--- config.mk ---
export PLATFORM = sky130hd
export DESIGN_NAME = reconnect_attempt_rate_limiter
export DESIGN_NICKNAME = d
export VERILOG_FILES = /design/src/design/rarl_pkg.sv /design/src/design/rarl_table.sv /design/src/design/reconnect_attempt_rate_limiter.sv
export SDC_FILE = /design/constraint.sdc
export NUM_CORES = 2
export LEC_CHECK = 0
export BUFFER_PORTS_ARGS = -buffer_cell sky130_fd_sc_hd__buf_2
export CORE_ASPECT_RATIO = 1.1
export CORE_UTILIZATION = 49
export DETAILED_ROUTE_END_ITERATION = 6
export MAX_ROUTING_LAYER = met4
export PLACE_DENSITY = 0.7
export SYNTH_ARGS = -nofsm -noshare
export SYNTH_HDL_FRONTEND = slang
export SYNTH_SLANG_ARGS = --single-unit
--- constraint.sdc ---
create_clock -name clk_i -period 11.8 [get_ports clk_i]
set_clock_uncertainty 0.05 [all_clocks]
set_input_delay 1.18 -clock clk_i [delete_from_list [all_inputs] [get_ports clk_i]]
set_output_delay 1.18 -clock clk_i [all_outputs]
set_load 0.03 [all_outputs]
--- src/design/rarl_pkg.sv ---
`default_nettype none
// ----------------------------------------------------------------------------
// rarl_pkg
// Shared types and codes of the reconnect attempt rate limiter.
// ----------------------------------------------------------------------------
package rarl_pkg;

  // request function codes
  localparam logic FUNC_ATTEMPT = 1'b0;
  localparam logic FUNC_DROP    = 1'b1;

  // result status codes
  localparam int unsigned STATUS_W = 3;
  localparam logic [STATUS_W-1:0] STATUS_ADMIT       = 3'd0;
  localparam logic [STATUS_W-1:0] STATUS_COOLDOWN    = 3'd1;
  localparam logic [STATUS_W-1:0] STATUS_WINDOW_FULL = 3'd2;
  localparam logic [STATUS_W-1:0] STATUS_TABLE_FULL  = 3'd3;
  localparam logic [STATUS_W-1:0] STATUS_DROPPED     = 3'd4;

  // configuration register indexes
  localparam int unsigned CFG_IDX_W  = 1;
  localparam int unsigned CFG_DATA_W = 32;
  localparam logic [CFG_IDX_W-1:0] REG_INTERVAL = 1'd0;
  localparam logic [CFG_IDX_W-1:0] REG_MAX      = 1'd1;

  localparam int unsigned INTERVAL_W      = 32;
  localparam int unsigned COUNT_W         = 8;
  localparam int unsigned REFUSE_W        = 32;
  localparam logic [INTERVAL_W-1:0] INTERVAL_RESET = 32'd1000;
  localparam logic [COUNT_W-1:0]    MAX_RESET      = 8'd8;

  // result packing
  localparam int unsigned OUT_W       = STATUS_W + 1 + REFUSE_W;
  localparam int unsigned OUT_TDATA_W = ((OUT_W + 7) / 8) * 8;
  localparam int unsigned OUT_PAD_W   = OUT_TDATA_W - OUT_W;

  // table scan outcome
  typedef struct packed {
    logic done;
    logic found;
    logic has_free;
  } scan_t;

  // table write-back control
  typedef struct packed {
    logic we;
    logic set_valid;
    logic adm;
  } wr_t;

endpackage
`default_nettype wire

--- src/design/rarl_table.sv ---
`default_nettype none
// ----------------------------------------------------------------------------
// rarl_table
// Per-connection table: entry memory, valid bits and a linear lookup scan.
// ----------------------------------------------------------------------------
module rarl_table #(
  parameter int unsigned TABLE_ENTRIES = 32,
  parameter int unsigned CONN_ID_BITS  = 16,
  parameter int unsigned TIME_BITS     = 48,
  localparam int unsigned IDX_W = (TABLE_ENTRIES > 1) ? $clog2(TABLE_ENTRIES) : 1
) (
  input  wire                     clk_i,
  input  wire                     rst_ni,
  input  wire                     start_i,
  input  wire                     drop_i,
  input  wire [CONN_ID_BITS-1:0]  conn_i,
  input  rarl_pkg::wr_t           wr_i,
  input  wire [IDX_W-1:0]         wr_slot_i,
  input  wire [TIME_BITS-1:0]     wr_time_i,
  output rarl_pkg::scan_t         scan_o,
  output logic [IDX_W-1:0]        slot_o,
  output logic [IDX_W-1:0]        free_slot_o,
  output logic                    adm_o,
  output logic [TIME_BITS-1:0]    last_o
);

  localparam int unsigned CNT_W   = $clog2(TABLE_ENTRIES + 1);
  localparam int unsigned ENTRY_W = CONN_ID_BITS + TIME_BITS + 1;

  logic [ENTRY_W-1:0]       mem_q [TABLE_ENTRIES];
  logic [ENTRY_W-1:0]       rd_data_q;
  logic [TABLE_ENTRIES-1:0] valid_q;
  logic [CNT_W-1:0]         cnt_q;
  logic                     busy_q;
  logic                     rd_pend_q;
  logic [IDX_W-1:0]         rd_idx_q;
  logic                     found_q;
  logic                     free_q;

  logic                    issue;
  logic                    hit;
  logic [CONN_ID_BITS-1:0] rd_conn;
  logic [TIME_BITS-1:0]    rd_time;
  logic                    rd_adm;

  assign issue   = busy_q && (cnt_q != CNT_W'(TABLE_ENTRIES));
  assign rd_conn = rd_data_q[CONN_ID_BITS-1:0];
  assign rd_time = rd_data_q[CONN_ID_BITS+TIME_BITS-1:CONN_ID_BITS];
  assign rd_adm  = rd_data_q[ENTRY_W-1];
  assign hit     = rd_pend_q && valid_q[rd_idx_q] && (rd_conn == conn_i);

  assign scan_o.done     = busy_q && !issue && !rd_pend_q;
  assign scan_o.found    = found_q;
  assign scan_o.has_free = free_q;

  // entry memory, writes only come after a scan has finished
  always_ff @(posedge clk_i) begin
    if (wr_i.we) begin
      mem_q[wr_slot_i] <= {wr_i.adm, wr_time_i, conn_i};
    end
    if (issue) begin
      rd_data_q <= mem_q[cnt_q[IDX_W-1:0]];
    end
  end

  always_ff @(posedge clk_i or negedge rst_ni) begin
    if (!rst_ni) begin
      valid_q   <= '0;
      cnt_q     <= '0;
      busy_q    <= 1'b0;
      rd_pend_q <= 1'b0;
      rd_idx_q  <= '0;
      found_q   <= 1'b0;
      free_q    <= 1'b0;
    end else begin
      if (start_i) begin
        busy_q  <= 1'b1;
        cnt_q   <= '0;
        found_q <= 1'b0;
        free_q  <= 1'b0;
      end else if (scan_o.done) begin
        busy_q <= 1'b0;
      end else if (issue) begin
        cnt_q <= cnt_q + CNT_W'(1);
      end
      rd_pend_q <= issue && !start_i;
      rd_idx_q  <= cnt_q[IDX_W-1:0];
      if (hit && drop_i) begin
        valid_q[rd_idx_q] <= 1'b0;
      end
      if (hit && !drop_i && !found_q) begin
        found_q <= 1'b1;
      end
      if (rd_pend_q && !valid_q[rd_idx_q] && !free_q) begin
        free_q <= 1'b1;
      end
      if (wr_i.we && wr_i.set_valid) begin
        valid_q[wr_slot_i] <= 1'b1;
      end
    end
  end

  // hit payload, no reset needed
  always_ff @(posedge clk_i) begin
    if (hit && !drop_i && !found_q) begin
      slot_o <= rd_idx_q;
      adm_o  <= rd_adm;
      last_o <= rd_time;
    end
    if (rd_pend_q && !valid_q[rd_idx_q] && !free_q) begin
      free_slot_o <= rd_idx_q;
    end
  end

  a_found_valid: assert property (@(posedge clk_i) disable iff (!rst_ni)
    (scan_o.done && found_q && !drop_i) |-> valid_q[slot_o])
    else $error("found slot not valid");

endmodule
`default_nettype wire

--- src/design/reconnect_attempt_rate_limiter.sv ---
`default_nettype none
// ----------------------------------------------------------------------------
// reconnect_attempt_rate_limiter
// Admits or refuses reconnect attempts with a global fixed window and a
// per-connection cooldown; drop requests free a connection's table entry.
// ----------------------------------------------------------------------------
// flow: an accepted request starts a linear scan of the entry memory, one entry
//   per cycle; once the scan is done and the output is free, the result is
//   decided and registered, and only then is a new request taken
// a new request is taken while the previous result still waits on the output
// reset: window closed, table empty, counters zero, interval 1000, max 8;
//   no clearing pass, the table is usable straight after reset
module reconnect_attempt_rate_limiter #(
  parameter int unsigned TABLE_ENTRIES = 32,
  parameter int unsigned CONN_ID_BITS  = 16,
  parameter int unsigned TIME_BITS     = 48,
  localparam int unsigned IN_W       = CONN_ID_BITS + TIME_BITS,
  localparam int unsigned S_TDATA_W  = ((IN_W + 7) / 8) * 8
) (
  input  wire                                  clk_i,
  input  wire                                  rst_ni,
  input  wire                                  s_axis_tvalid,
  output logic                                 s_axis_tready,
  input  wire [S_TDATA_W-1:0]                  s_axis_tdata,  // connection_id, now_ms
  input  wire                                  s_axis_tuser,  // func
  output logic                                 m_axis_tvalid,
  input  wire                                  m_axis_tready,
  output logic [rarl_pkg::OUT_TDATA_W-1:0]     m_axis_tdata,  // status, admitted, refused_total
  input  wire                                  cfg_valid_i,
  output logic                                 cfg_ready_o,
  input  wire [rarl_pkg::CFG_IDX_W-1:0]        cfg_index_i,
  input  wire [rarl_pkg::CFG_DATA_W-1:0]       cfg_data_i
);

  localparam int unsigned IDX_W = (TABLE_ENTRIES > 1) ? $clog2(TABLE_ENTRIES) : 1;
  localparam int unsigned CMP_W = (TIME_BITS > rarl_pkg::INTERVAL_W) ? TIME_BITS
                                                                     : rarl_pkg::INTERVAL_W;

  localparam logic [1:0] ST_IDLE   = 2'd0;
  localparam logic [1:0] ST_SCAN   = 2'd1;
  localparam logic [1:0] ST_DECIDE = 2'd2;

  logic [1:0] state_q, state_d;

  logic [rarl_pkg::INTERVAL_W-1:0] interval_q;
  logic [rarl_pkg::COUNT_W-1:0]    max_q;
  logic [TIME_BITS-1:0]            win_start_q;
  logic [rarl_pkg::COUNT_W-1:0]    win_cnt_q;
  logic                            win_open_q;
  logic                            win_pend_q;
  logic [rarl_pkg::REFUSE_W-1:0]   refusal_q;

  logic                    drop_q;
  logic [CONN_ID_BITS-1:0] conn_q;
  logic [TIME_BITS-1:0]    now_q;

  logic                              out_valid_q;
  logic [rarl_pkg::STATUS_W-1:0]     out_status_q;
  logic                              out_adm_q;
  logic [rarl_pkg::REFUSE_W-1:0]     out_refused_q;

  rarl_pkg::scan_t      scan;
  rarl_pkg::wr_t        wr;
  logic [IDX_W-1:0]     hit_slot;
  logic [IDX_W-1:0]     free_slot;
  logic                 hit_adm;
  logic [TIME_BITS-1:0] hit_last;

  logic                  accept;
  logic                  out_free;
  logic                  decide;
  logic [TIME_BITS-1:0]  win_diff;
  logic                  restart;
  logic [TIME_BITS-1:0]  cool_diff;
  logic                  cool;
  logic [rarl_pkg::STATUS_W-1:0] status;
  logic                  refuse;

  assign s_axis_tready = (state_q == ST_IDLE);
  assign accept        = s_axis_tvalid && s_axis_tready;
  assign out_free      = !out_valid_q || m_axis_tready;
  assign decide        = (state_q == ST_DECIDE) && out_free;
  assign cfg_ready_o   = 1'b1;

  // window restart check
  assign win_diff = now_q - win_start_q;
  assign restart  = !win_open_q || (now_q < win_start_q) ||
                    (CMP_W'(win_diff) >= CMP_W'(interval_q));

  // cooldown check and decision
  assign cool_diff = now_q - hit_last;
  assign cool      = scan.found && hit_adm && (now_q >= hit_last) &&
                     (CMP_W'(cool_diff) < CMP_W'(interval_q));

  always_comb begin
    if (drop_q) begin
      status = rarl_pkg::STATUS_DROPPED;
    end else if (!scan.found && !scan.has_free) begin
      status = rarl_pkg::STATUS_TABLE_FULL;
    end else if (cool) begin
      status = rarl_pkg::STATUS_COOLDOWN;
    end else if (win_cnt_q >= max_q) begin
      status = rarl_pkg::STATUS_WINDOW_FULL;
    end else begin
      status = rarl_pkg::STATUS_ADMIT;
    end
  end

  assign refuse = (status == rarl_pkg::STATUS_COOLDOWN) ||
                  (status == rarl_pkg::STATUS_WINDOW_FULL);

  always_comb begin
    wr.adm       = (status == rarl_pkg::STATUS_ADMIT);
    wr.set_valid = !scan.found;
    wr.we        = decide && !drop_q && (status != rarl_pkg::STATUS_TABLE_FULL) &&
                   (!scan.found || wr.adm);
  end

  always_comb begin
    state_d = state_q;
    unique case (state_q)
      ST_IDLE: begin
        if (accept) begin
          state_d = ST_SCAN;
        end
      end
      ST_SCAN: begin
        if (scan.done) begin
          state_d = ST_DECIDE;
        end
      end
      ST_DECIDE: begin
        if (out_free) begin
          state_d = ST_IDLE;
        end
      end
      default: state_d = ST_IDLE;
    endcase
  end

  always_ff @(posedge clk_i or negedge rst_ni) begin
    if (!rst_ni) begin
      state_q     <= ST_IDLE;
      interval_q  <= rarl_pkg::INTERVAL_RESET;
      max_q       <= rarl_pkg::MAX_RESET;
      win_start_q <= '0;
      win_cnt_q   <= '0;
      win_open_q  <= 1'b0;
      win_pend_q  <= 1'b0;
      refusal_q   <= '0;
      out_valid_q <= 1'b0;
    end else begin
      state_q <= state_d;
      if (cfg_valid_i) begin
        unique case (cfg_index_i)
          rarl_pkg::REG_INTERVAL: interval_q <= cfg_data_i;
          rarl_pkg::REG_MAX:      max_q      <= cfg_data_i[rarl_pkg::COUNT_W-1:0];
          default: ;
        endcase
      end
      if (accept) begin
        win_pend_q <= (s_axis_tuser == rarl_pkg::FUNC_ATTEMPT);
      end else if (win_pend_q) begin
        win_pend_q <= 1'b0;
        if (restart) begin
          win_start_q <= now_q;
          win_cnt_q   <= '0;
          win_open_q  <= 1'b1;
        end
      end
      if (decide) begin
        if (status == rarl_pkg::STATUS_ADMIT) begin
          win_cnt_q <= win_cnt_q + rarl_pkg::COUNT_W'(1);
        end
        if (refuse && (refusal_q != '1)) begin
          refusal_q <= refusal_q + rarl_pkg::REFUSE_W'(1);
        end
        out_valid_q <= 1'b1;
      end else if (m_axis_tready) begin
        out_valid_q <= 1'b0;
      end
    end
  end

  // request and result payload
  always_ff @(posedge clk_i) begin
    if (accept) begin
      drop_q <= (s_axis_tuser == rarl_pkg::FUNC_DROP);
      conn_q <= s_axis_tdata[CONN_ID_BITS-1:0];
      now_q  <= s_axis_tdata[IN_W-1:CONN_ID_BITS];
    end
    if (decide) begin
      out_status_q  <= status;
      out_adm_q     <= (status == rarl_pkg::STATUS_ADMIT);
      out_refused_q <= (refuse && (refusal_q != '1)) ? refusal_q + rarl_pkg::REFUSE_W'(1)
                                                     : refusal_q;
    end
  end

  assign m_axis_tvalid = out_valid_q;
  assign m_axis_tdata  = {{rarl_pkg::OUT_PAD_W{1'b0}}, out_refused_q, out_adm_q, out_status_q};

  rarl_table #(
    .TABLE_ENTRIES (TABLE_ENTRIES),
    .CONN_ID_BITS  (CONN_ID_BITS),
    .TIME_BITS     (TIME_BITS)
  ) u_table (
    .clk_i       (clk_i),
    .rst_ni      (rst_ni),
    .start_i     (accept),
    .drop_i      (drop_q),
    .conn_i      (conn_q),
    .wr_i        (wr),
    .wr_slot_i   (scan.found ? hit_slot : free_slot),
    .wr_time_i   (now_q),
    .scan_o      (scan),
    .slot_o      (hit_slot),
    .free_slot_o (free_slot),
    .adm_o       (hit_adm),
    .last_o      (hit_last)
  );

  a_refusal_monotonic: assert property (@(posedge clk_i) disable iff (!rst_ni)
    refusal_q >= $past(refusal_q))
    else $error("refusal count went down");

  a_done_in_scan: assert property (@(posedge clk_i) disable iff (!rst_ni)
    scan.done |-> (state_q == ST_SCAN))
    else $error("scan finished outside scan state");

  a_adm_matches_status: assert property (@(posedge clk_i) disable iff (!rst_ni)
    out_valid_q |-> (out_adm_q == (out_status_q == rarl_pkg::STATUS_ADMIT)))
    else $error("admitted flag disagrees with status");

  a_window_after_attempt: assert property (@(posedge clk_i) disable iff (!rst_ni)
    (decide && !drop_q) |-> win_open_q)
    else $error("attempt decided with window closed");

endmodule
`default_nettype wire
==> metrics.md <==
| Metric | Value |
|---|---|
| TritonRoute pass-1 iters | 6 |
| Crit path DAT | 8.84 ns |
| Root buffer cell | clkbuf_16 |
| Pre-CTS setup slack | 3.45 ns |
| Switching share of power | 29.0% |
| Tot GR Track Use | 25.4% |
| Cells along the critical path | ha_1 > nand2_1 > a211oi_1 > o21ai_0 > o21a_1 > o21ai_0 > xor2_1 > ha_1 > a21oi_1 > o21ai_0 > a2111oi_0 > o21ai_0 > nand2_1 > o2111ai_1 > or4_1 > nor4_4 > nor2_1 > o21ai_1 > buf_4 > nor2_4 > buf_4 > buf_4 |
| Syn Area/Cell | 19.4 um^2 |
| CP max-delay cell | edfxtp_1 |
| Cell taking the most area after synthesis | edfxtp_1 |
| Antenna violations before repair | 17 |
| Fin area | 114000 um^2 |
| Power Density | 214 nW/um^2 |
| Dominant synthesized flop cell | edfxtp_1 |
| Status | completed |
| Max Clk Rate | 0.120 GHz |
| Sequential share of the synthesized area | 72.6% |
| Drt wl/cell | 30.4 um |
| Post-DP HPWL | 153 mm |
| Die height | 479 um |
| Seq pwr share | 42.0% |
| Via density | 6.24 |
| Most numerous cell in the Yosys netlist | edfxtp_1 |
| Wirelength, routed | 257 mm |
| Total global routing overflow | 0 |
| Flops & latches, synth | 2485 |
| Slew Viols, Final | 0 |
| Final Cycle Share | 70.7% |
| Total CTS buffers | 237 |
| CTS tree | done |
| Crit path launch type | register |
| Cell row count | 174 |
| Sink Count | 2485 |
| Final Hold Fails | 0 |
| Syn-to-layout area delta | 12.4% |
| Sw power | 0.00709 W |
| Die width | 436 um |
| Int Power | 0.0174 W |
| P_leak | 37.3 nW |
| RSZ-0062 raised after global routing | no |
| Comb pwr share | 26.5% |
| Ys Warns | 0 |
| FFs w/ async S/R, synth | 7.24% |
| Largest net degree at the start of global routing | 131 |
| # Max-Cap Violations | 0 |
| Core area | 205000 um^2 |
| Die Footprint | 209000 um^2 |
| List of most frequent post-synthesis cells | 2305 x edfxtp_1, 658 x mux4_2, 244 x nand2_1 |
| H-tree level count | 4 |
| Global-route wire length before repair | 371 mm |
| Least-Margin Pin Slew | 1.33 ns |
| Critical path class | reg -> reg |
| Post-Layout Cell Count | 8475 |
| Area contributors post-synth | edfxtp_1 68%, mux4_2 15%, dfrtp_1 4.3% |
| Layout Nets | 5810 |
| Slew headroom | 11.3% |
| Post-synth top area share | 68.2% |
| Clock transition at the registers of the reported paths | 0.06 ns |
| Final Wtd Congestion | 0.940 |
| Final WS setup | 3.46 ns |
| 1st-iter DRT viols | 6570 |
| Longest Clk Path Bufs | 3 |
| Cell Count Post-Placement | 8023 |
| Max incr delay on CP | 1.24 ns |
| Antenna Violating Nets Remaining | 0 |
| Fin crit period | 8.34 ns |
| Max FO, Critical Path | 35 |
| Worst hold path class | in -> async |
| Synth Instances | 5243 |
| Power share of the clock group | 31.4% |
| Starting density of the core | 49.5% |
| Filler cells | 15300 |
| Most frequent cell on the critical path | o21ai_0 |
| Post-Syn Area | 102000 um^2 |
| Distinct cell type count after synthesis | 89 |
| Setup TNS Final | 0 ns |
| Post-CTS setup buffers | 0 |
| I/O Pins | 146 |
| DP Area | 106000 um^2 |
| Post-CTS Hold Buffers | 0 |
| Clock Latency Late Sink | 0.91 ns |
| Vias in the first global route | 52600 |
| Resize count post-CTS | 0 |
| Post-synth EDFFs | 2305 |
| Peak VDD IR | 182 uV |
| Fin util | 55.7% |
| DR vias | 52900 |
| IO Port Bufs | 140 |
| Layout cells sized above 1 | 25.1% |
| WP data required | 12.31 ns |
| Final setup fails | 0 |
| Setup crit end kind | register |
| Residual DRC count | 0 |
==> worst paths after layout <==
kind	endpoint	cells past startpoint	from	slack [ns]
max	u_table.mem_q[3][34]$_DFFE_PP_	22	now_q[3]$_DFFE_PP_	3.46
min	max_q[4]$_DFFE_PN0P_	1	rst_ni	0.16
max reg2reg	u_table.mem_q[3][34]$_DFFE_PP_	22	now_q[3]$_DFFE_PP_	3.46
min reg2reg	u_table.last_o[34]$_DFFE_PP_	0	u_table.rd_data_q[50]$_DFFE_PP_	0.37
max in group asynchronous	u_table.valid_q[3]$_DFF_PN0_	3	rst_ni	9.33
min in group clk_i	u_table.last_o[34]$_DFFE_PP_	0	u_table.rd_data_q[50]$_DFFE_PP_	0.37
==> cells in the final DEF (no fill, tap or decap), types with 13 or more instances in the layout <==
| cell type | n |
|---|---|
| o21ai_0 | 201 |
| nand3_1 | 60 |
| clkinvlp_4 | 13 |
| xnor2_1 | 125 |
| a211oi_1 | 15 |
| nor4_1 | 13 |
| o21ai_1 | 52 |
| xor2_1 | 33 |
| edfxtp_1 | 2305 |
| ha_1 | 171 |
| a21o_1 | 30 |
| clkbuf_1 | 41 |
| buf_4 | 136 |
| o211ai_1 | 20 |
| nor2b_1 | 13 |
| clkbuf_16 | 237 |
| nand2b_1 | 23 |
| clkinv_2 | 45 |
| nor3_1 | 27 |
| nor2_4 | 32 |
| mux2_2 | 77 |
| a21oi_1 | 158 |
| buf_2 | 139 |
| nand4_1 | 57 |
| and3_1 | 34 |
| bufinv_16 | 28 |
| nand2_1 | 244 |
| dfrtp_1 | 168 |
| clkinv_1 | 56 |
| mux4_2 | 658 |
| inv_1 | 173 |
| nor2_1 | 106 |
==> cells by family after synthesis <==
logic type      after synthesis  share of synthesized area (%)
compound gates              611                           3.63
xor+xnor                    158                           1.36
fa+ha+maj                   173                           2.15
buf+inv                     407                           1.58
flops                      2485                           72.6
mux                         748                           15.6
other cells                   2                        0.00740
simple gates                659                           3.09
==> stage by stage <==
| step | power (W) | hold WS (ns) |
|---|---|---|
| final | 0.0245 | 0.157 |
| after global routing | 0.0253 | 0.171 |
| after CTS | 0.0246 | 0.122 |
| after detailed placement | 0.0170 | 0.355 |
| after global placement | 0.0169 | 0.353 |
| after floorplan | 0.0149 | 0.302 |
==> power groups by stage <==
stage	Sequential [W]	Combinational [W]	Clock, W
2_1_floorplan	0.0103	0.00468	0
3_3_place_gp	0.0105	0.00645	0
3_5_place_dp	0.0105	0.00648	0
4_1_cts	0.0103	0.00652	0.00780
5_1_grt	0.0103	0.00689	0.00813
6_report	0.0103	0.00650	0.00770
==> layer usage <==
layer	share of wire, %	GRT usage [%]	vias to the layer above
met5	0	-	-
met1	40	34.6	27900
met3	8.7	3.91	403
met4	2.7	7.26	0
li1	-	-	21900
met2	49	40.0	2656
==> layout make-up <==
class | instances | area (um^2) | share of cell area [%]
Sequential cell | 2485 | 73700 | 64.6
Multi-Input combinational cell | 2354 | 26500 | 23.2
Clock buffer | 279 | 6100 | 5.34
Tap cell | 2728 | 3410 | 2.99
Timing Repair Buffer | 282 | 1850 | 1.62
Clock inverter | 168 | 1830 | 1.61
Inverter | 174 | 658 | 0.577
Antenna cell | 5 | 12.5 | 0.0110
==> sequential cells by signal, summed over array words and instances (netlist names), 6 cells and up <==
name	cells
u_table.mem_q	2080
u_table.rd_data_q	65
now_q	48
u_table.last_o	48
win_start_q	48
interval_q	32
out_refused_q	32
refusal_q	32
u_table.valid_q	32
conn_q	16
max_q	8
win_cnt_q	8
u_table.cnt_q	6
==> critical path: cells and delay by family, from the launching register on <==
family	cells	cell delay, ns
DFF	1	1.24
adders and majority gates	2	0.65
AOI/OAI and AO/OA	10	2.72
buffers and inverters	3	1.04
and+or+nand+nor	6	1.95
xor gates and xnor gates	1	0.22
(Power assumes the default switching activity.)
